===== src/design/rpnh_pkg.sv =====
// ---------------------------------------------------------------------------
// rpnh_pkg
// shared types and constants of the ray to wall polyline nearest hit block
// ---------------------------------------------------------------------------
`timescale 1ns / 1ps
`default_nettype none

package rpnh_pkg;

    localparam int MAX_POINTS_DEF = 1024;

    localparam int VEC_W  = 33;
    localparam int OPD_W  = 34;
    localparam int ACC_W  = 68;
    localparam int DEN_W  = 51;
    localparam int Q_W    = 31;

    localparam logic [1:0] REG_LEFT_COUNT  = 2'd0;
    localparam logic [1:0] REG_RIGHT_COUNT = 2'd1;
    localparam logic [1:0] REG_EPSILON     = 2'd2;

    localparam logic OP_LOAD = 1'b0;
    localparam logic OP_CAST = 1'b1;

    typedef enum logic [3:0] {
        ST_IDLE,
        ST_WALL,
        ST_RDA,
        ST_RDA_W,
        ST_RDB,
        ST_RDB_W,
        ST_VEC,
        ST_MUL,
        ST_NORM,
        ST_TEST,
        ST_DIV,
        ST_UPD,
        ST_DONE
    } state_t;

    typedef enum logic [1:0] {
        ACC_HOLD,
        ACC_LOAD,
        ACC_ADD,
        ACC_SUB
    } acc_op_t;

    typedef struct packed {
        logic    mul_en;
        acc_op_t acc_op;
    } mac_ctrl_t;

    typedef struct packed {
        logic load;
        logic step;
    } div_ctrl_t;

endpackage

`default_nettype wire


===== src/design/rpnh_mac.sv =====
// ---------------------------------------------------------------------------
// rpnh_mac
// shared signed multiplier with a product register and an accumulator
// ---------------------------------------------------------------------------
`timescale 1ns / 1ps
`default_nettype none

module rpnh_mac (
    input  wire logic                                 clk,
    input  wire rpnh_pkg::mac_ctrl_t                  ctrl,
    input  wire logic signed [rpnh_pkg::OPD_W-1:0]    op_a,
    input  wire logic signed [rpnh_pkg::OPD_W-1:0]    op_b,
    output logic signed      [rpnh_pkg::ACC_W-1:0]    acc
);
    import rpnh_pkg::*;

    logic signed [ACC_W-1:0] prod_reg;
    logic signed [ACC_W-1:0] acc_reg;
    logic signed [ACC_W-1:0] acc_next;

    always_ff @(posedge clk)
    begin
        if (ctrl.mul_en)
        begin
            prod_reg <= op_a * op_b;
        end
        acc_reg <= acc_next;
    end

    always_comb
    begin
        case (ctrl.acc_op)
            ACC_LOAD: acc_next = prod_reg;
            ACC_ADD:  acc_next = acc_reg + prod_reg;
            ACC_SUB:  acc_next = acc_reg - prod_reg;
            default:  acc_next = acc_reg;
        endcase
    end

    assign acc = acc_reg;

endmodule

`default_nettype wire


===== config.mk =====
export PLATFORM = sky130hd
export DESIGN_NAME = rpnh_mac
export DESIGN_NICKNAME = d
export VERILOG_FILES = /design/src/design/rpnh_pkg.sv /design/src/design/rpnh_mac.sv
export SDC_FILE = /design/constraint.sdc
export NUM_CORES = 2
export LEC_CHECK = 0
export BUFFER_PORTS_ARGS = -buffer_cell sky130_fd_sc_hd__buf_2
export CELL_PAD_IN_SITES_DETAIL_PLACEMENT = 0
export CELL_PAD_IN_SITES_GLOBAL_PLACEMENT = 1
export CORE_MARGIN = 2
export CORE_UTILIZATION = 35
export CTS_CLUSTER_SIZE = 8
export DETAILED_ROUTE_END_ITERATION = 6
export GPL_ROUTABILITY_DRIVEN = 1
export GPL_TIMING_DRIVEN = 1
export HOLD_SLACK_MARGIN = 0.03
export PLACE_DENSITY = 0.6
export SYNTH_ARGS = -nofsm -noshare
export SYNTH_HDL_FRONTEND = slang
export SYNTH_SLANG_ARGS = --single-unit

===== constraint.sdc =====
create_clock -name clk -period 18.8 [get_ports clk]
set_input_delay 0.94 -clock clk [delete_from_list [all_inputs] [get_ports clk]]
set_output_delay 0.94 -clock clk [all_outputs]
set_load 0.02 [all_outputs]

==> run summary <==
STA
* 0.209 — worst max-slew margin expressed relative to the limit
* 0.513 — Period Utilization, post-route
* 9.65 ns — post-route minimum period
* 1.19 ns — slew of the pin with the lowest slew margin
* 0 — number of endpoints with negative hold slack in the final report
* 104 MHz — timing-limited maximum frequency
* false — setup repair after global routing missed its margin
* 0 — fin. max-slew vios
* 0 ns — final setup TNS
* 0 — count of final setup violators
* 0.0111 ns — Max Clock Skew

Clock tree
* 0 — number of buffers inserted for hold repair after clock tree synthesis
* 4 — number of levels in the clock H-tree
* sky130_fd_sc_hd__clkbuf_16 — CTS root buffer
* built — CTS tree
* 0.06 ns — clock-pin slew on the worst setup and hold paths
* 2 — maximum clock insertion buffer count
* 0 — post-CTS setup-driven buffer insertion count
* 17 — cts bufs inserted
* 0.46 ns — clock latency at the later pin of the worst-skew pair
* 0 — Resize count post-CTS
* 136 — Clock Sinks

Floorplan
* 0.151 mm² — DIE AREA
* 389 µm — vertical die dimension
* 0.147 mm² — area of the core
* 389 µm — DIE WIDTH
* 0.352 — initial cell density of the core
* 140 — I/O pin count
* 141 — number of standard-cell rows in the floorplan

GRT
* 40,500 — vias in the first global route
* 0 — GRT Residual Overflow
* 0.218 — total routing resource utilization after global routing
* 65 — largest net degree at the start of global routing
* 251,000 µm — wire length of the first global-routing pass
* 17 — antenna violations before repair

Final layout
* 7,051 — fin nets
* 5.84% — area added between synthesis and finish
* 0.0524 — layout cells sized above 1

Yosys
* 5,536 — Mapped Cells
* 0.480 — portion of synthesized cell area occupied by the leading cell type
* 0 — Synth warnings
* 0.0788 — sequential cell area fraction in the yosys report
* 0 — share of flip-flops with an asynchronous set or reset
* sky130_fd_sc_hd__edfxtp_1 — most instantiated flip-flop cell in the synthesis netlist
* 9.37 µm² — average instance area after synthesis
* 136 — number of enable-type register cells in the synthesized netlist
* 77 — count of different cell masters after synthesis
* 7,122 — Synth Net Count
* sky130_fd_sc_hd__inv_1 — most repeated cell in the gate-level netlist after synthesis
* 1,243 x sky130_fd_sc_hd__inv_1, 1,242 x sky130_fd_sc_hd__fa_1, 635 x sky130_fd_sc_hd__nand2_1, 623 x sky130_fd_sc_hd__and2_1, 272 x sky130_fd_sc_hd__ha_1 — most used standard cells in the synthesized netlist
* sky130_fd_sc_hd__fa_1 48%, sky130_fd_sc_hd__inv_1 9.0%, sky130_fd_sc_hd__edfxtp_1 7.9% — top cells by area in the synthesized netlist
* 136 — Synth Register Bits
* 0.0519 mm² — netlist area before placement
* sky130_fd_sc_hd__fa_1 — cell type contributing the most total cell area after synthesis

Placed design
* 122,000 µm — placed wire-length estimate
* 139 — input/output buffers
* 0.841 — placer's final routability congestion estimate

Critical path
* buf_2 > nand2_1 > inv_1 > fa_1 > fa_1 > fa_1 > inv_1 > fa_1 > inv_1 > fa_1 > fa_1 > fa_1 > inv_1 > fa_1 > inv_1 > ha_1 > a21oi_1 > o21ai_0 > a221o_1 > a22o_1 > o21ai_0 > o21ai_0 > xor2_1 — ordered list of cells on the worst path
* input port to flop — worst setup path class
* 9.84 ns — arrival time of the worst setup path
* 23 — path length in cells of the critical path
* sky130_fd_sc_hd__fa_1 — CP most frequent cell
* 17 — Worst R2R Path Depth
* adder cells — gate family responsible for the most delay along the worst path
* 34 — worst-path fanout max
* flop — Critical Path Sink Type
* 18.99 ns — required time worst endpoint
* input port — Critical Path Start Type
* 1.01 ns — critical path's largest stage delay
* sky130_fd_sc_hd__fa_1 — slowest stage cell on the critical path
* 6 — buffering stage count on the worst path with inverters included

Route
* 0 — antenna violation net count after detailed routing
* 161,000 µm — routed wire length
* 21.8 µm — routed length per instance
* 6 — first-pass iteration count of the detailed router
* 0 — post-route DRC violation count
* 2,210 — starting DRC count in detailed routing
* 5.00 — routed via count divided by cell count
* 37,100 — via count

Worst hold path
* flop to flop — class of the tightest hold or removal check
* 1 — Min-Delay Path Depth

Outcome
* finished, final reports clean — result of the run

Flow run
* 0 — Max-Cap Viols

## cells by family (layout without fill, tap and decap cells)
| group | count (synthesis) | count (layout) | share of synthesized area |
|---|---|---|---|
| multiplexers | 53 | 53 | 0.0114 |
| flip-flops | 136 | 136 | 0.0788 |
| AO/OA/AOI/OAI | 519 | 519 | 0.0647 |
| other | 0 | 3 | 0 |
| XOR/XNOR | 200 | 200 | 0.0338 |
| adder cells (fa/ha/maj) | 1514 | 1514 | 0.545 |
| buffers and inverters | 1517 | 1458 | 0.110 |
| AND/OR/NAND/NOR | 1597 | 1597 | 0.156 |
## placed cells by master, fill, tap and decap left out, drive strengths merged, types with 115 or more instances in the layout
cell,n
inv,1247
fa,1242
nand2,635
and2,623
ha,272
buf,184
a21oi,157
edfxtp,136
nor2,131
xnor2,115
## layout make-up
class | instances | area [µm²]
fill | 15000 | 92600
multi-input combinational | 3883 | 42100
inverter | 1243 | 4670
sequential | 136 | 4080
tap | 1930 | 2410
timing repair buffer | 184 | 1030
clock buffer | 17 | 425
clock inverter | 14 | 173
antenna | 3 | 7.51
## per-layer routing
layer / vias to the layer above / GRT usage / part of all wire
met4: 16 / 0.0363 / 0.015
met1: 19400 / 0.319 / 0.47
li1: 16400 / - / -
met2: 1053 / 0.347 / 0.45
met5: - / 0 / 0.00058
met3: 139 / 0.0297 / 0.063
## metrics by stage
step | worst slack [ns] | instance area (µm²) | instances | hold slack (ns) | utilization
finish | 9.15 | 54900 | 7410 | 0.560 | 0.372
global route | 8.59 | 54900 | 7407 | 0.591 | 0.372
CTS | 9.11 | 54900 | 7407 | 0.562 | 0.372
detailed placement | 8.64 | 54300 | 7376 | 0.554 | 0.368
global placement | 8.76 | 54300 | 7376 | 0.552 | 0.368
floorplan | 10.17 | 51900 | 5536 | 0.547 | -
## path summary, 6_finish.rpt
check                         start                      to  slack, ns
max reg2reg   prod_reg[4]$_DFFE_PP_       acc[62]$_DFFE_PP_      12.12
max                         op_b[1]  prod_reg[64]$_DFFE_PP_       9.15
min          prod_reg[67]$_DFFE_PP_       acc[67]$_DFFE_PP_       0.56
min reg2reg  prod_reg[67]$_DFFE_PP_       acc[67]$_DFFE_PP_       0.56
Power is left out: the tool's default activity adds up to more than one toggle a clock period on the data nets, which glitch-free logic cannot reach.
