## src/design/rpnh_pkg.sv

```systemverilog
// ---------------------------------------------------------------------------
// rpnh_pkg
// shared types and constants of the ray to wall polyline nearest hit block
// ---------------------------------------------------------------------------
`timescale 1ns / 1ps
`default_nettype none

package rpnh_pkg;

    localparam int MAX_POINTS_DEF = 1024;

    localparam int VEC_W  = 33;
    localparam int OPD_W  = 34;
    localparam int ACC_W  = 68;
    localparam int DEN_W  = 51;
    localparam int Q_W    = 31;

    localparam logic [1:0] REG_LEFT_COUNT  = 2'd0;
    localparam logic [1:0] REG_RIGHT_COUNT = 2'd1;
    localparam logic [1:0] REG_EPSILON     = 2'd2;

    localparam logic OP_LOAD = 1'b0;
    localparam logic OP_CAST = 1'b1;

    typedef enum logic [3:0] {
        ST_IDLE,
        ST_WALL,
        ST_RDA,
        ST_RDA_W,
        ST_RDB,
        ST_RDB_W,
        ST_VEC,
        ST_MUL,
        ST_NORM,
        ST_TEST,
        ST_DIV,
        ST_UPD,
        ST_DONE
    } state_t;

    typedef enum logic [1:0] {
        ACC_HOLD,
        ACC_LOAD,
        ACC_ADD,
        ACC_SUB
    } acc_op_t;

    typedef struct packed {
        logic    mul_en;
        acc_op_t acc_op;
    } mac_ctrl_t;

    typedef struct packed {
        logic load;
        logic step;
    } div_ctrl_t;

endpackage

`default_nettype wire

```

## src/design/rpnh_div.sv

```systemverilog
// ---------------------------------------------------------------------------
// rpnh_div
// restoring divider, one quotient bit per cycle while step is set
// ---------------------------------------------------------------------------
`timescale 1ns / 1ps
`default_nettype none

module rpnh_div (
    input  wire logic                          clk,
    input  wire rpnh_pkg::div_ctrl_t           ctrl,
    input  wire logic [rpnh_pkg::DEN_W-1:0]    rem_init,
    input  wire logic [rpnh_pkg::Q_W-1:0]      bits_init,
    input  wire logic [rpnh_pkg::DEN_W-1:0]    den,
    output logic      [rpnh_pkg::Q_W-1:0]      quot
);
    import rpnh_pkg::*;

    logic [DEN_W-1:0] rem_reg;
    logic [Q_W-1:0]   sh_reg;
    logic [Q_W-1:0]   q_reg;
    logic [DEN_W:0]   rem_sh;
    logic             ge;
    logic [DEN_W:0]   rem_sub;

    assign rem_sh  = {rem_reg, sh_reg[Q_W-1]};
    assign ge      = rem_sh >= {1'b0, den};
    assign rem_sub = rem_sh - {1'b0, den};

    always_ff @(posedge clk)
    begin
        if (ctrl.load)
        begin
            rem_reg <= rem_init;
            sh_reg  <= bits_init;
            q_reg   <= '0;
        end
        else if (ctrl.step)
        begin
            rem_reg <= ge ? rem_sub[DEN_W-1:0] : rem_sh[DEN_W-1:0];
            sh_reg  <= {sh_reg[Q_W-2:0], 1'b0};
            q_reg   <= {q_reg[Q_W-2:0], ge};
        end
    end

    assign quot = q_reg;

endmodule

`default_nettype wire

```

## config.mk

```make
export PLATFORM = sky130hd
export DESIGN_NAME = rpnh_div
export DESIGN_NICKNAME = d
export VERILOG_FILES = /design/src/design/rpnh_pkg.sv /design/src/design/rpnh_div.sv
export SDC_FILE = /design/constraint.sdc
export NUM_CORES = 1
export LEC_CHECK = 0
export BUFFER_PORTS_ARGS = -buffer_cell sky130_fd_sc_hd__buf_2
export CORE_MARGIN = 2
export CORE_UTILIZATION = 30
export CTS_CLUSTER_SIZE = 30
export DETAILED_ROUTE_END_ITERATION = 8
export PLACE_DENSITY_LB_ADDON = 0.08
export RECOVER_POWER = 25
export SYNTH_ARGS = -nofsm -noshare
export SYNTH_HDL_FRONTEND = slang
export SYNTH_SLANG_ARGS = --single-unit
```

## constraint.sdc

```tcl
create_clock -name clk -period 3.35 [get_ports clk]
set_input_delay 0.335 -clock clk [delete_from_list [all_inputs] [get_ports clk]]
set_output_delay 0.335 -clock clk [all_outputs]
set_load 0.05 [all_outputs]
```

==> results by group <==
Worst setup path
  • Critical Path RT: 3.52 ns
  • Slowest-stage cell, CP: edfxtp_1
  • CP endpoint kind: flop
  • Crit start category: flop
  • Largest stage delay, worst path: 0.34 ns
  • Ordered list of cells on the worst path: inv_1 > ha_2 > fa_2 > nand2b_4 > a21o_1 > a2111oi_4 > o21ai_2 > a2111oi_4 > nor3_2 > o41ai_4 > buf_6 > mux2_2 > mux2_2
  • FF-to-FF Start: sh_reg[30]
  • Setup crit start: sh_reg[30]
  • CP arrival: 3.71 ns
  • Crit Path Class: reg -> reg
  • Worst-path maximum fanout: 7

GRT
  • Total track usage: 0.169
  • First-pass GRT wire length: 38200 um
  • Vias in the first global route: 7324
  • Largest net degree at the start of global routing: 61
  • Initial antenna violation count: 4
  • Grt total ovfl: 0

Route
  • DR DRC count: 0
  • Total number of vias: 7104
  • Remaining antenna violation count after routing: 0
  • Initial DRC Count: 313
  • Final wirelength: 23800 um
  • Vias per cell: 4.75
  • Detailed Routing Iterations Pass 1: 4
  • Average wire per standard cell: 15.9 um

Timing
  • Max Slew Vio Count: 34
  • Rel. slew slack: -0.698
  • Slew @ Worst Pin: 2.55 ns
  • Setup TNS: -5.54 ns
  • Worst setup margin: -0.183 ns
  • Final Cycle Share: 1.05
  • Final hold slack: 0.199 ns
  • Crit path time final: 3.53 ns
  • Fmax: 0.283 GHz
  • Final setup fails: 51
  • Hold Fails Final Rpt: 0
  • Clk_skew: 0.0123 ns
  • RSZ-0062 raised after global routing: true

Placement
  • Placed Area: 0.0103 mm^2
  • Sum of net half-perimeters after detailed placement: 18000 um
  • Pre-CTS setup slack: -0.308 ns
  • Placer congestion estimate: 0.769
  • Count of input and output buffers: 166

Synthesis
  • Mean Syn Cell Area: 9.43 um^2
  • Post-synth top area cell: edfxtp_1
  • Ys Warns: 0
  • Top-area cell type share of the netlist area: 0.300
  • Most frequent cells after synthesis: a21oi_1, nor2_1, edfxtp_1
  • Syn_nets: 1058
  • Post-synth cell types: 61
  • Post-synthesis cell area: 0.00820 mm^2
  • Sequential area share after synthesis: 0.376
  • Largest cells by area after synthesis: edfxtp_1, mux2_2, ha_1, dfxtp_1, a21oi_1
  • Post-synth EDFFs: 82
  • Cells after synthesis: 870
  • FF+latch count, synth: 113
  • Top FF cell, synth: edfxtp_1
  • Most common cell in the synthesized netlist: a21oi_1
  • Async set-or-reset flop fraction in the synthesized netlist: 0

Final layout
  • Layout cells sized above 1: 0.364
  • Filler Cells Inserted: 2786
  • Area delta synth->final: 34.0%
  • Max FFs per register: 51
  • Final Util: 0.409
  • FF/Latch Area: 0.00308 mm^2
  • Final Instance Area: 0.0110 mm^2
  • Multi-input gate area: 0.00474 mm^2
  • Post-layout nets: 1326

Die
  • Starting Density: 0.305
  • Core Rows: 60
  • Core ar.: 0.0269 mm^2
  • Io pins: 167
  • Area of the die: 0.0287 mm^2
  • Die height: 169 um
  • Die X: 169 um

Clocking
  • # hold bufs at CTS: 0
  • CTS root buf: clkbuf_16
  • TritonCTS Buffers: 17
  • # H-tree levels: 4
  • CTS tree: built
  • CTS Buffer Depth: 2
  • TritonCTS Sinks: 113
  • Worst skew pair latency: 0.42 ns
  • CTS clock-pin slew for the worst setup and hold paths: 0.06 ns

Power and ir drop
  • Flop pwr share: 0.233
  • Switch share: 0.390
  • Cell area power density: 825 mW/mm^2
  • Static Leak: 5.09 nW
  • Logic gate share of total power: 0.560
  • Pint: 5.53 mW
  • Power share of the clock group: 0.207
  • Sw Pwr: 3.53 mW
  • VDD IR-drop max: 0.260 mV

Min path
  • Hold_sp: rem_init[14]
  • Worst hold path type: in -> reg

Run status
  • Failing checks: max-capacitance violations, max-slew violations, negative setup slack
  • Status: finished with violations

Run
  • Max Cap Violations: 1
[worst paths after layout]
| kind | slack (ns) | to | depth (start not counted) |
|---|---|---|---|
| worst min register to register | 0.51 | quot[30] | 2 |
| worst min-delay path | 0.20 | rem_reg[14] | 3 |
| worst max-delay path | -0.18 | rem_reg[3] | 13 |
| worst max register to register | -0.18 | rem_reg[3] | 13 |
[critical path: cells and delay by family (launching register included)]
| family | cells | cell delay [ns] |
|---|---|---|
| compound gates | 5 | 1.34 |
| mux | 2 | 0.59 |
| fa+ha+maj | 2 | 0.51 |
| flops | 1 | 0.34 |
| buf+inv | 2 | 0.25 |
| simple gates | 2 | 0.25 |
[layout make-up]
cell class,instances,area share
well taps,341,0.0388
multi-input cells,643,0.431
clock inverters,14,0.0118
diodes,3,0.000683
repair buffers,294,0.172
inverters,69,0.0236
flip-flops and latches,113,0.281
clock buffers,18,0.0410
[metal layers]
layer / share of wire / vias up / track usage
li1: - / 3676 / -
met1: 0.49 / 3270 / 0.226
met2: 0.45 / 134 / 0.271
met3: 0.054 / 20 / 0.0469
met4: 0.0096 / 4 / 0.0372
met5: 0.00084 / - / 0
[cell families after synthesis]
family / Yosys count / synth area share
flip-flops: 113 / 0.376
XOR/XNOR: 44 / 0.0470
buffers and inverters: 114 / 0.0575
AND/OR/NAND/NOR: 219 / 0.125
adder cells (fa/ha/maj): 52 / 0.0802
AO/OA/AOI/OAI: 217 / 0.168
multiplexers: 111 / 0.146
[through the flow]
stage               power [mW]  instances
floorplan                 5.22        870
global placement          7.03       1454
detailed placement        7.02       1454
CTS                       9.10       1489
global route              9.79       1492
finish                    9.06       1495
[what timing repair did]
action,in CTS,in global routing
pin swaps,0,1
gates resized for setup,9,11
gates cloned,1,0
buffers inserted,2,3
endpoints found under the setup margin,51,52
[cell usage in the layout (no fill, tap or decap), types with 4 or more instances in the layout]
cell type,instances
o31ai_1,5
mux2i_1,38
xnor2_1,28
nor2_1,84
o21ai_0,29
inv_1,69
nand2b_1,6
edfxtp_1,82
buf_4,118
a31oi_1,4
o21ai_1,4
a221o_1,5
nor2b_1,6
ha_1,50
nand4_1,16
o21ai_2,4
inv_6,7
o21a_1,6
xor2_1,16
and2_1,6
a21o_1,26
mux2_2,69
o21bai_1,11
inv_8,4
buf_12,4
dfxtp_1,31
nand2_1,55
buf_6,5
nor3_1,8
nor3b_1,9
clkbuf_16,18
a21oi_1,92
a211oi_1,7
nand3_1,8
buf_2,165
[power by group through the flow]
stage	logic, mW	registers, mW	clock network (mW)
global placement	4.89	2.14	0
floorplan	3.14	2.08	0
detailed placement	4.88	2.14	0
finish	5.07	2.11	1.88
global route	5.64	2.15	2.00
CTS	5.05	2.12	1.94
Note: power is estimated with default switching activity, not from simulation.
